$ cat src/hdl/assert_macros.svh
// assertion macros shared by the receiver rtl
// each macro expects clk and arst_n in the scope where it is used
`ifndef ASSERT_MACROS_SVH
`define ASSERT_MACROS_SVH

// property checked at every rising clock edge outside reset
`define ASSERT_ALWAYS(label, prop, msg) \
	label: assert property (@(posedge clk) disable iff (!arst_n) (prop)) else $error(msg);

// antecedent in one cycle implies consequent in the next
`define ASSERT_NEXT(label, ante, cons, msg) \
	label: assert property (@(posedge clk) disable iff (!arst_n) (ante) |=> (cons)) \
		else $error(msg);

`endif

$ cat src/hdl/ccfr_pkg.sv
// shared types, codes and the byte-wide crc-32 function of the chunk receiver
// no dependencies
`timescale 1ns / 1ps

package ccfr_pkg;

	// default chunk payload limit
	localparam int CHUNK_MAX_DEF = 4096;

	// command queue between front and back
	localparam int QUEUE_DEPTH = 2;
	localparam int QPTR_W = (QUEUE_DEPTH > 1) ? $clog2(QUEUE_DEPTH) : 1;
	localparam int QCNT_W = $clog2(QUEUE_DEPTH + 1);

	// crc-32, reflected ieee form
	localparam logic [31:0] CRC_POLY = 32'hEDB88320;
	localparam logic [31:0] CRC_INIT = 32'hFFFFFFFF;

	// operation codes of an input request
	localparam logic [1:0] OP_START = 2'd0;
	localparam logic [1:0] OP_BYTE  = 2'd1;
	localparam logic [1:0] OP_TICK  = 2'd2;

	// result kinds
	localparam logic [2:0] KIND_NONE    = 3'd0;
	localparam logic [2:0] KIND_PAYLOAD = 3'd1;
	localparam logic [2:0] KIND_COMMIT  = 3'd2;
	localparam logic [2:0] KIND_START   = 3'd3;
	localparam logic [2:0] KIND_FINISH  = 3'd4;

	// final status codes
	localparam logic [2:0] ST_OK      = 3'd0;
	localparam logic [2:0] ST_TIMEOUT = 3'd1;
	localparam logic [2:0] ST_EARLY   = 3'd2;
	localparam logic [2:0] ST_BADLEN  = 3'd3;
	localparam logic [2:0] ST_CRCBAD  = 3'd4;
	localparam logic [2:0] ST_FILECRC = 3'd5;

	// configuration register indexes
	localparam int CFG_IDX_W = 3;
	localparam logic [CFG_IDX_W-1:0] CFG_EXP_SIZE  = 3'd0;
	localparam logic [CFG_IDX_W-1:0] CFG_EXP_CRC   = 3'd1;
	localparam logic [CFG_IDX_W-1:0] CFG_CRC_CHECK = 3'd2;
	localparam logic [CFG_IDX_W-1:0] CFG_TIMEOUT   = 3'd3;

	localparam logic [15:0] TIMEOUT_RESET = 16'd1000;

	// classified command from the front part
	typedef enum logic [1:0] {
		CMD_NOP,
		CMD_START,
		CMD_BYTE,
		CMD_TICK
	} cmd_t;

	// receiver phase
	typedef enum logic [1:0] {
		PH_IDLE,
		PH_HEADER,
		PH_PAYLOAD,
		PH_CRC
	} phase_t;

	typedef struct packed {
		logic [1:0] operation;
		logic [7:0] rx_byte;
	} item_t;

	typedef struct packed {
		logic [2:0]  kind;
		logic [7:0]  payload_byte;
		logic [2:0]  status;
		logic [31:0] bytes_received;
		logic [31:0] file_crc;
		logic        chunk_error_count;
	} result_t;

	typedef struct packed {
		cmd_t       cmd;
		logic [7:0] data;
	} cmd_item_t;

	typedef struct packed {
		logic [31:0] expected_size;
		logic [31:0] expected_file_crc;
		logic        file_crc_check;
		logic [15:0] timeout_ticks;
	} cfg_t;

	// one byte into a reflected crc-32
	function automatic logic [31:0] crc32_byte(input logic [31:0] c, input logic [7:0] b);
		logic [31:0] r;
		r = c ^ {24'h000000, b};
		for (int k = 0; k < 8; k++) begin
			r = r[0] ? ((r >> 1) ^ CRC_POLY) : (r >> 1);
		end
		return r;
	endfunction

endpackage

$ cat src/hdl/ccfr_front.sv
// front part: accepts input requests and classifies them into commands
// depends on ccfr_pkg
`timescale 1ns / 1ps

module ccfr_front (
	input  logic                  clk,
	input  logic                  arst_n,
	input  logic                  item_valid,
	output logic                  item_stall,
	input  ccfr_pkg::item_t       item,
	output logic                  push_valid,
	input  logic                  push_ready,
	output ccfr_pkg::cmd_item_t   push_cmd
);
	import ccfr_pkg::*;

	logic      valid_s1;
	cmd_item_t cmd_s1;
	cmd_item_t cmd_d;
	logic      accept;

	// hold off the link while a classified request waits for the queue
	assign item_stall = valid_s1 && !push_ready;
	assign accept     = item_valid && !item_stall;

	// decode the operation code
	always_comb begin
		cmd_d.data = item.rx_byte;
		case (item.operation)
			OP_START: cmd_d.cmd = CMD_START;
			OP_BYTE:  cmd_d.cmd = CMD_BYTE;
			OP_TICK:  cmd_d.cmd = CMD_TICK;
			default:  cmd_d.cmd = CMD_NOP;
		endcase
	end

	// stage valid
	always_ff @(posedge clk or negedge arst_n) begin
		if (!arst_n) begin
			valid_s1 <= 1'b0;
		end else if (!valid_s1 || push_ready) begin
			valid_s1 <= item_valid;
		end
	end

	// stage payload
	always_ff @(posedge clk) begin
		if (accept) begin
			cmd_s1 <= cmd_d;
		end
	end

	assign push_valid = valid_s1;
	assign push_cmd   = cmd_s1;

endmodule

$ cat src/hdl/ccfr_queue.sv
// short command queue between the front and back parts
// depends on ccfr_pkg
`timescale 1ns / 1ps

module ccfr_queue (
	input  logic                  clk,
	input  logic                  arst_n,
	input  logic                  push_valid,
	output logic                  push_ready,
	input  ccfr_pkg::cmd_item_t   push_cmd,
	output logic                  pop_valid,
	input  logic                  pop,
	output ccfr_pkg::cmd_item_t   pop_cmd
);
	import ccfr_pkg::*;

	cmd_item_t         entry_q [QUEUE_DEPTH];
	logic [QPTR_W-1:0] wr_ptr_q;
	logic [QPTR_W-1:0] rd_ptr_q;
	logic [QCNT_W-1:0] count_q;
	logic              do_push;
	logic              do_pop;

	assign push_ready = count_q < QCNT_W'(QUEUE_DEPTH);
	assign pop_valid  = count_q != '0;
	assign do_push    = push_valid && push_ready;
	assign do_pop     = pop && pop_valid;
	assign pop_cmd    = entry_q[rd_ptr_q];

	// pointers and fill count
	always_ff @(posedge clk or negedge arst_n) begin
		if (!arst_n) begin
			wr_ptr_q <= '0;
			rd_ptr_q <= '0;
			count_q  <= '0;
		end else begin
			if (do_push) begin
				wr_ptr_q <= (wr_ptr_q == QPTR_W'(QUEUE_DEPTH - 1)) ? '0 : wr_ptr_q + 1'b1;
			end
			if (do_pop) begin
				rd_ptr_q <= (rd_ptr_q == QPTR_W'(QUEUE_DEPTH - 1)) ? '0 : rd_ptr_q + 1'b1;
			end
			if (do_push && !do_pop) begin
				count_q <= count_q + 1'b1;
			end else if (do_pop && !do_push) begin
				count_q <= count_q - 1'b1;
			end
		end
	end

	// entry storage
	always_ff @(posedge clk) begin
		if (do_push) begin
			entry_q[wr_ptr_q] <= push_cmd;
		end
	end

endmodule

$ cat src/hdl/ccfr_back.sv
// back part: chunk deframing state machine, crc tracking and result register
// depends on ccfr_pkg
`timescale 1ns / 1ps

module ccfr_back #(
	parameter int CHUNK_MAX = ccfr_pkg::CHUNK_MAX_DEF
) (
	input  logic                  clk,
	input  logic                  arst_n,
	input  ccfr_pkg::cfg_t        cfg,
	input  logic                  pop_valid,
	output logic                  pop,
	input  ccfr_pkg::cmd_item_t   pop_cmd,
	output logic                  result_valid,
	input  logic                  result_stall,
	output ccfr_pkg::result_t     result
);
	import ccfr_pkg::*;

	localparam int LEN_W = $clog2(CHUNK_MAX + 1);

	typedef struct packed {
		logic       fin;
		logic [2:0] status;
		logic       cerr;
		logic [2:0] kind;
		logic       start;
		logic       enter;
		logic       tick_inc;
		logic       data;
		logic       gather;
		logic       load;
		logic       commit;
	} ev_t;

	phase_t            phase_q, phase_d;
	logic [1:0]        idx_q, idx_d;
	logic [31:0]       shift_q, shift_d;
	logic [LEN_W-1:0]  left_q, left_d;
	logic [31:0]       pend_q, pend_d;
	logic [31:0]       ccrc_q, ccrc_d;
	logic [31:0]       ftent_q, ftent_d;
	logic [31:0]       fcom_q, fcom_d;
	logic [31:0]       count_q, count_d;
	logic [15:0]       timer_q, timer_d;
	logic              out_valid_q;
	result_t           out_q;
	result_t           res_d;

	ev_t               ev;
	phase_t            nxt_phase;
	logic [31:0]       word;
	logic [32:0]       sum;
	logic              last_field;
	logic              over_len;
	logic [31:0]       fin_crc;

	// take a command whenever the result register is free or draining
	assign pop = pop_valid && (!out_valid_q || !result_stall);

	// field assembly and length checks
	assign word       = shift_q | (32'(pop_cmd.data) << {idx_q, 3'b000});
	assign last_field = idx_q == 2'd3;
	assign sum        = {1'b0, count_q} + {1'b0, word};
	assign over_len   = (word > 32'(CHUNK_MAX)) || (sum > {1'b0, cfg.expected_size});

	// event decode for the current command
	always_comb begin
		ev        = '0;
		ev.kind   = KIND_NONE;
		ev.status = ST_OK;
		nxt_phase = phase_q;
		if (pop) begin
			case (pop_cmd.cmd)
				CMD_START: begin
					ev.start = 1'b1;
					if (cfg.expected_size == '0) begin
						ev.fin = 1'b1;
					end else begin
						ev.enter  = 1'b1;
						nxt_phase = PH_HEADER;
						ev.kind   = KIND_START;
					end
				end
				CMD_TICK: begin
					if (phase_q != PH_IDLE) begin
						if (timer_q >= cfg.timeout_ticks) begin
							ev.fin    = 1'b1;
							ev.status = ST_TIMEOUT;
						end else begin
							ev.tick_inc = 1'b1;
						end
					end
				end
				CMD_BYTE: begin
					case (phase_q)
						PH_PAYLOAD: begin
							ev.data = 1'b1;
							ev.kind = KIND_PAYLOAD;
							if (left_q == LEN_W'(1)) begin
								ev.enter  = 1'b1;
								nxt_phase = PH_CRC;
							end
						end
						PH_HEADER: begin
							if (!last_field) begin
								ev.gather = 1'b1;
							end else if (word == '0) begin
								ev.fin    = 1'b1;
								ev.status = ST_EARLY;
							end else if (over_len) begin
								ev.fin    = 1'b1;
								ev.status = ST_BADLEN;
								ev.cerr   = 1'b1;
							end else begin
								ev.load   = 1'b1;
								ev.enter  = 1'b1;
								nxt_phase = PH_PAYLOAD;
							end
						end
						PH_CRC: begin
							if (!last_field) begin
								ev.gather = 1'b1;
							end else if (~ccrc_q != word) begin
								ev.fin    = 1'b1;
								ev.status = ST_CRCBAD;
								ev.cerr   = 1'b1;
							end else begin
								ev.commit = 1'b1;
								if (pend_q >= cfg.expected_size) begin
									ev.fin = 1'b1;
								end else begin
									ev.enter  = 1'b1;
									nxt_phase = PH_HEADER;
									ev.kind   = KIND_COMMIT;
								end
							end
						end
						default: begin
						end
					endcase
				end
				default: begin
				end
			endcase
		end
		// finish: back to idle, whole-file check on a clean end
		fin_crc = ev.commit ? ~ftent_q : (ev.start ? 32'h00000000 : ~fcom_q);
		if (ev.fin) begin
			ev.kind   = KIND_FINISH;
			ev.enter  = 1'b1;
			nxt_phase = PH_IDLE;
			if (ev.status == ST_OK && cfg.file_crc_check && fin_crc != cfg.expected_file_crc) begin
				ev.status = ST_FILECRC;
			end
		end
	end

	// next state
	always_comb begin
		phase_d = phase_q;
		idx_d   = idx_q;
		shift_d = shift_q;
		left_d  = left_q;
		pend_d  = pend_q;
		ccrc_d  = ccrc_q;
		ftent_d = ftent_q;
		fcom_d  = fcom_q;
		count_d = count_q;
		timer_d = timer_q;
		if (ev.start) begin
			left_d  = '0;
			pend_d  = '0;
			ccrc_d  = CRC_INIT;
			ftent_d = CRC_INIT;
			fcom_d  = CRC_INIT;
			count_d = '0;
		end
		if (ev.tick_inc) begin
			timer_d = timer_q + 1'b1;
		end
		if (ev.data) begin
			ccrc_d  = crc32_byte(ccrc_q, pop_cmd.data);
			ftent_d = crc32_byte(ftent_q, pop_cmd.data);
			left_d  = left_q - 1'b1;
		end
		if (ev.gather) begin
			idx_d   = idx_q + 1'b1;
			shift_d = word;
		end
		if (ev.load) begin
			left_d  = word[LEN_W-1:0];
			pend_d  = sum[31:0];
			ccrc_d  = CRC_INIT;
			ftent_d = fcom_q;
		end
		if (ev.commit) begin
			count_d = pend_q;
			fcom_d  = ftent_q;
		end
		if (ev.enter) begin
			phase_d = nxt_phase;
			timer_d = '0;
			idx_d   = '0;
			shift_d = '0;
		end
	end

	// result fields
	always_comb begin
		res_d.kind              = ev.kind;
		res_d.payload_byte      = (ev.kind == KIND_PAYLOAD) ? pop_cmd.data : 8'h00;
		res_d.status            = ev.fin ? ev.status : ST_OK;
		res_d.bytes_received    = ev.commit ? pend_q : (ev.start ? 32'h00000000 : count_q);
		res_d.file_crc          = fin_crc;
		res_d.chunk_error_count = ev.fin && ev.cerr;
	end

	// control state
	always_ff @(posedge clk or negedge arst_n) begin
		if (!arst_n) begin
			phase_q     <= PH_IDLE;
			idx_q       <= '0;
			shift_q     <= '0;
			left_q      <= '0;
			pend_q      <= '0;
			ccrc_q      <= CRC_INIT;
			ftent_q     <= CRC_INIT;
			fcom_q      <= CRC_INIT;
			count_q     <= '0;
			timer_q     <= '0;
			out_valid_q <= 1'b0;
		end else begin
			phase_q <= phase_d;
			idx_q   <= idx_d;
			shift_q <= shift_d;
			left_q  <= left_d;
			pend_q  <= pend_d;
			ccrc_q  <= ccrc_d;
			ftent_q <= ftent_d;
			fcom_q  <= fcom_d;
			count_q <= count_d;
			timer_q <= timer_d;
			if (pop) begin
				out_valid_q <= 1'b1;
			end else if (!result_stall) begin
				out_valid_q <= 1'b0;
			end
		end
	end

	// result register
	always_ff @(posedge clk) begin
		if (pop) begin
			out_q <= res_d;
		end
	end

	assign result_valid = out_valid_q;
	assign result       = out_q;

endmodule

$ cat src/hdl/chunk_crc_frame_receiver.sv
// top level of the length-prefixed chunk receiver with crc-32 checking
// depends on ccfr_pkg, ccfr_front, ccfr_queue, ccfr_back, assert_macros.svh
//
//   channel  | handshake                 | payload
//   ---------+---------------------------+-------------------------------
//   item     | item_valid/item_stall     | item (operation, rx_byte)
//   result   | result_valid/result_stall | result (kind .. chunk_error_count)
//   cfg      | cfg_valid/cfg_ready       | cfg_index, cfg_data
//
// one request accepted per cycle while item_stall is low, one result per request; from
// acceptance to result it passes the front stage, command queue and back result register
// the back state machine handles each request combinationally, byte-wide crc-32 included
// arst_n clears all control and crc state at once; no clearing pass
// a stalled result holds the back part; the two-entry queue then fills and
// stalls the front, which stalls the link
`timescale 1ns / 1ps
`include "assert_macros.svh"

module chunk_crc_frame_receiver #(
	parameter int CHUNK_MAX = ccfr_pkg::CHUNK_MAX_DEF
) (
	input  logic                              clk,
	input  logic                              arst_n,
	input  logic                              item_valid,
	output logic                              item_stall,
	input  ccfr_pkg::item_t                   item,
	output logic                              result_valid,
	input  logic                              result_stall,
	output ccfr_pkg::result_t                 result,
	input  logic                              cfg_valid,
	output logic                              cfg_ready,
	input  logic [ccfr_pkg::CFG_IDX_W-1:0]    cfg_index,
	input  logic [31:0]                       cfg_data
);
	import ccfr_pkg::*;

	cfg_t      cfg_q;
	logic      push_valid;
	logic      push_ready;
	cmd_item_t push_cmd;
	logic      pop_valid;
	logic      pop;
	cmd_item_t pop_cmd;

	// configuration registers
	assign cfg_ready = 1'b1;

	always_ff @(posedge clk or negedge arst_n) begin
		if (!arst_n) begin
			cfg_q.expected_size     <= '0;
			cfg_q.expected_file_crc <= '0;
			cfg_q.file_crc_check    <= 1'b0;
			cfg_q.timeout_ticks     <= TIMEOUT_RESET;
		end else if (cfg_valid && cfg_ready) begin
			case (cfg_index)
				CFG_EXP_SIZE:  cfg_q.expected_size     <= cfg_data;
				CFG_EXP_CRC:   cfg_q.expected_file_crc <= cfg_data;
				CFG_CRC_CHECK: cfg_q.file_crc_check    <= cfg_data[0];
				CFG_TIMEOUT:   cfg_q.timeout_ticks     <= cfg_data[15:0];
				default: begin
				end
			endcase
		end
	end

	// request intake and classification
	ccfr_front u_front (
		.clk        (clk),
		.arst_n     (arst_n),
		.item_valid (item_valid),
		.item_stall (item_stall),
		.item       (item),
		.push_valid (push_valid),
		.push_ready (push_ready),
		.push_cmd   (push_cmd)
	);

	// decoupling queue
	ccfr_queue u_queue (
		.clk        (clk),
		.arst_n     (arst_n),
		.push_valid (push_valid),
		.push_ready (push_ready),
		.push_cmd   (push_cmd),
		.pop_valid  (pop_valid),
		.pop        (pop),
		.pop_cmd    (pop_cmd)
	);

	// deframing and crc state machine
	ccfr_back #(
		.CHUNK_MAX (CHUNK_MAX)
	) u_back (
		.clk          (clk),
		.arst_n       (arst_n),
		.cfg          (cfg_q),
		.pop_valid    (pop_valid),
		.pop          (pop),
		.pop_cmd      (pop_cmd),
		.result_valid (result_valid),
		.result_stall (result_stall),
		.result       (result)
	);

	// accepted request shows up in the front stage next cycle
	`ASSERT_NEXT(a_accept_lands, item_valid && !item_stall, push_valid, "accepted request lost")
	// a command refused by the queue waits unchanged in the front stage
	`ASSERT_NEXT(a_front_holds, push_valid && !push_ready, push_valid && $stable(push_cmd), "front command dropped")
	// data byte only on payload results
	`ASSERT_ALWAYS(a_byte_kind, !result_valid || result.kind == KIND_PAYLOAD || result.payload_byte == 8'h00, "stray payload byte")
	// status and error flag only on finish results
	`ASSERT_ALWAYS(a_status_kind, !result_valid || result.kind == KIND_FINISH || (result.status == ST_OK && !result.chunk_error_count), "stray status")

endmodule

$ cat config.mk
export PLATFORM = sky130hd
export DESIGN_NAME = chunk_crc_frame_receiver
export DESIGN_NICKNAME = d
export VERILOG_FILES = /design/src/hdl/ccfr_pkg.sv /design/src/hdl/ccfr_front.sv /design/src/hdl/ccfr_queue.sv /design/src/hdl/ccfr_back.sv /design/src/hdl/chunk_crc_frame_receiver.sv
export VERILOG_INCLUDE_DIRS = /design/src /design/src/hdl
export SDC_FILE = /design/constraint.sdc
export NUM_CORES = 1
export LEC_CHECK = 0
export BUFFER_PORTS_ARGS = -buffer_cell sky130_fd_sc_hd__buf_4
export CORE_AREA = 4 4 222 224
export CTS_BUF_LIST = sky130_fd_sc_hd__clkbuf_8 sky130_fd_sc_hd__clkbuf_16
export CTS_CLUSTER_SIZE = 24
export DETAILED_ROUTE_END_ITERATION = 12
export DIE_AREA = 0 0 226 228
export PLACE_DENSITY = 0.76
export SLEW_MARGIN = 20
export SYNTH_ARGS = -nofsm -noshare
export SYNTH_HDL_FRONTEND = slang
export SYNTH_HIERARCHICAL = 1
export SYNTH_SLANG_ARGS = --single-unit
$ cat constraint.sdc
create_clock -name clk -period 6.53 [get_ports clk]
set_clock_uncertainty 0.1 [all_clocks]
set_input_delay 1.306 -clock clk [delete_from_list [all_inputs] [get_ports clk]]
set_output_delay 1.306 -clock clk [all_outputs]
set_load 0.03 [all_outputs]
==> flow_metrics.tcl <==
set metrics [dict create \
    drtAntennaViolNets 0 \
    finalSetupViolCount 0 \
    final_hold_viol_count 0 \
    netlist_area_um2 23400 \
    critPathMaxFanout 8 \
    yosys_most_used_dff "dfrtp_1" \
    track_usage 0.299 \
    grt_antenna_before_repair 8 \
    gp_congestion 0.996 \
    hold_path.class "register to register" \
    grt_pass1_wl_um 120000 \
    grt_max_degree 182 \
    start_util 0.495 \
    slowest_stage "dfrtp_2" \
    die_y_um 228 \
    cap_viol_max_count 0 \
    nNetsFinal 2767 \
    critical_path_arrival_ns 6.86 \
    ir_worst_vdd_mv 0.360 \
    grt_pass1_vias 19700 \
    powerDensity_nw_per_um2 520 \
    p_total_mw 14.9 \
    ys_ff_latch 421 \
    dr.pass1.iters 6 \
    cts_max_level 2 \
    syn_nets 2479 \
    fin_ws_ns 0.105 \
    crit_type "register to register" \
    relSlewSlack 0.258 \
    area_delta_synth_final_pct 22.1 \
    vias 20100 \
    wl_um 79600 \
    synth_fa_ha_area_frac 0.0666 \
    startpoint "u_queue/rd_ptr_q" \
    port_buffers 130 \
    pre_cts_ws_ns -0.595 \
    yosysWarningCount 6 \
    reg2reg_from "u_queue/rd_ptr_q" \
    gr-total-overflow 0 \
    cts_made_buffers 45 \
    slowest_delay_ns 0.45 \
    antennaDiodeCount 0 \
    core_area_um2 47300 \
    fin_crit_sh 0.984 \
    synthMuxAreaShare 0.0502 \
    slew_violations 0 \
    io_pins 132 \
    clockBufferDepth 3 \
    yosys.area_share.simple 0.163 \
    clk-insertion-delay-late_ns 0.60 \
    rsz0062_at_grt "true" \
    clk_transition_reported_paths_ns 0.06 \
    critPathLaunchType "register" \
    async_reset_ff_frac 0.741 \
    outcome "finished, final reports clean" \
    synth_area_leaders "dfrtp_1 22%, edfxtp_1 14%, dfstp_2 11%" \
    p_leak_nw 13.2 \
    viasPerCell 6.20 \
    synth.largest_area_cell "dfrtp_1" \
    synth_cells 2305 \
    tightestPinTransition_ns 1.11 \
    cts_root_buf "clkbuf_16" \
    synth.avg_cell_area_um2 10.2 \
    min_period_ns 6.42 \
    cp-end-kind "register" \
    synth_top_family_by_area "simple AND/OR/NAND/NOR gates" \
    drc 0 \
    yosysTopAreaCellShare 0.224 \
    dpl.hpwl_um 58200 \
    synth_xor_xnor_area_share 0.0763 \
    rows 80 \
    hp-start "u_front/push_cmd[5]" \
    first_iter_violations 2496 \
    synth_edf_count 109 \
    synth_compound_area_frac 0.126 \
    drive_above_1_share 0.273 \
    required_ns 6.96 \
    fillers 3796 \
    synth_seq_area_share 0.479 \
    clock-sinks 421 \
    max_freq_mhz 156 \
    drt-wirelength-per-cell_um 24.5 \
    yosysUniqueCellTypes 92 \
    die_area_um2 51500 \
    cts_tree "yes" \
    hold_buffers 0 \
    die_x_um 226 \
]
[placed cells by master, fill, tap and decap left out, types with 8 or more instances in the layout]
cell type,Yosys,final
buf_4,3,313
nand2_1,232,228
dfrtp_1,210,209
nor2_1,203,183
xnor2_1,137,135
a21oi_1,137,131
inv_1,118,121
ha_1,123,116
edfxtp_1,109,109
dfstp_2,102,102
mux2_2,91,86
nand3_1,81,78
xor2_1,67,65
o21ai_0,65,57
a21o_1,54,53
clkbuf_16,0,50
nor3_1,52,47
o22ai_1,46,45
nand4_1,40,40
o21a_1,28,27
nor4_1,31,26
or3_1,20,19
o21ai_1,12,18
and3_1,19,17
buf_12,0,14
nand2b_1,14,14
a22oi_1,12,12
nor2_2,1,11
clkinv_2,0,10
nor2_4,0,10
nor2b_1,9,9
a211oi_1,11,9
or2_2,11,8
a221oi_1,8,8
[Yosys cell counts, drive strengths merged (9+ instances only)]
| master | count |
|---|---|
| ha | 123 |
| and2 | 9 |
| a21oi | 138 |
| buf | 39 |
| mux2 | 97 |
| o22ai | 46 |
| nor2 | 204 |
| or2 | 14 |
| a22oi | 12 |
| nand4 | 40 |
| a21o | 54 |
| dfstp | 102 |
| xnor2 | 137 |
| o21a | 28 |
| a211oi | 11 |
| edfxtp | 109 |
| nand2 | 233 |
| xor2 | 67 |
| dfrtp | 210 |
| nand2b | 15 |
| and3 | 19 |
| o21ai | 77 |
| or3 | 20 |
| nor3 | 53 |
| nor2b | 9 |
| nor4 | 35 |
| inv | 118 |
| nand3 | 82 |
| nor4b | 9 |
| clkbuf | 57 |
[flip-flops by register name, summed over array words and instances, names as in the netlist, 2 cells and up]
signal,cells
cfg_q,81
u_back/result,79
u_back/ccrc_q,32
u_back/count_q,32
u_back/fcom_q,32
u_back/ftent_q,32
u_back/pend_q,32
u_back/shift_q,32
u_queue/entry_q,20
u_back/timer_q,16
u_back/left_q,13
u_front/push_cmd,10
u_back/idx_q,2
u_back/phase_q,2
u_queue/count_q,2
[cell type report]
| cell class | instances | area [µm²] | share of cell area |
|---|---|---|---|
| inverter | 119 | 449 | 0.0157 |
| timing repair buffer | 337 | 2800 | 0.0981 |
| sequential | 421 | 11200 | 0.392 |
| multi-input combinational | 1669 | 11800 | 0.414 |
| tap | 615 | 769 | 0.0269 |
| clock buffer | 52 | 1240 | 0.0435 |
| clock inverter | 32 | 270 | 0.00945 |
[metrics by stage]
stage / setup TNS (ns) / util / cells / hold slack [ns] / instance area (µm²)
after floorplan: 0 / - / 2305 / 0.321 / 23400
after global placement: -53.20 / 0.555 / 3137 / 0.334 / 26300
after detailed placement: -82.89 / 0.555 / 3137 / 0.344 / 26300
after CTS: 0 / 0.593 / 3235 / 0.359 / 28100
after global routing: -8.10 / 0.604 / 3245 / 0.377 / 28600
final: 0 / 0.604 / 3245 / 0.350 / 28600
[metal layers]
layer  global-route usage  wire length (µm)
met2                0.461             36100
met4               0.0923              3130
met5                    0                37
met3               0.0604              7170
met1                0.427             33200
[critical path: cells and delay by family (launching register included)]
family,cells,cell delay [ns]
compound gates,11,2.18
simple gates,9,1.43
fa+ha+maj,3,0.89
buf+inv,5,0.85
flops,1,0.45
mux,1,0.35
xor+xnor,1,0.12
[logic make-up after synthesis]
logic type / count (synthesis)
other cells: 1
fa+ha+maj: 124
simple gates: 778
buf+inv: 215
mux: 104
flops: 421
xor+xnor: 204
compound gates: 458
[what timing repair did]
action | CTS | global route
pin swaps | 24 | 25
resized for setup | 33 | 80
cloned | 1 | 3
hold endpoints to repair | 0 | 0
setup buffers | 13 | 9
endpoints found under the setup margin | 176 | 175
[where the power goes]
| part | switching, mW | internal, mW | total [mW] |
|---|---|---|---|
| logic | 4.69 | 3.38 | 8.07 |
| clock network | 1.13 | 1.49 | 2.63 |
| registers | 0.671 | 3.48 | 4.15 |
| total | 6.50 | 8.36 | 14.9 |
[path summary, 6_finish.rpt]
| check | end | slack (ns) | cells after the start |
|---|---|---|---|
| min in group asynchronous | cfg_q[28] | 0.53 | 1 |
| max | u_back/shift_q[23] | 0.11 | 30 |
| max reg2reg | u_back/shift_q[23] | 0.11 | 30 |
| min | u_queue/entry_q[0][5] | 0.35 | 0 |
| max in group asynchronous | u_queue/rd_ptr_q | 4.39 | 2 |
| min reg2reg | u_queue/entry_q[0][5] | 0.35 | 0 |
Note: power is estimated with default switching activity, not from simulation.
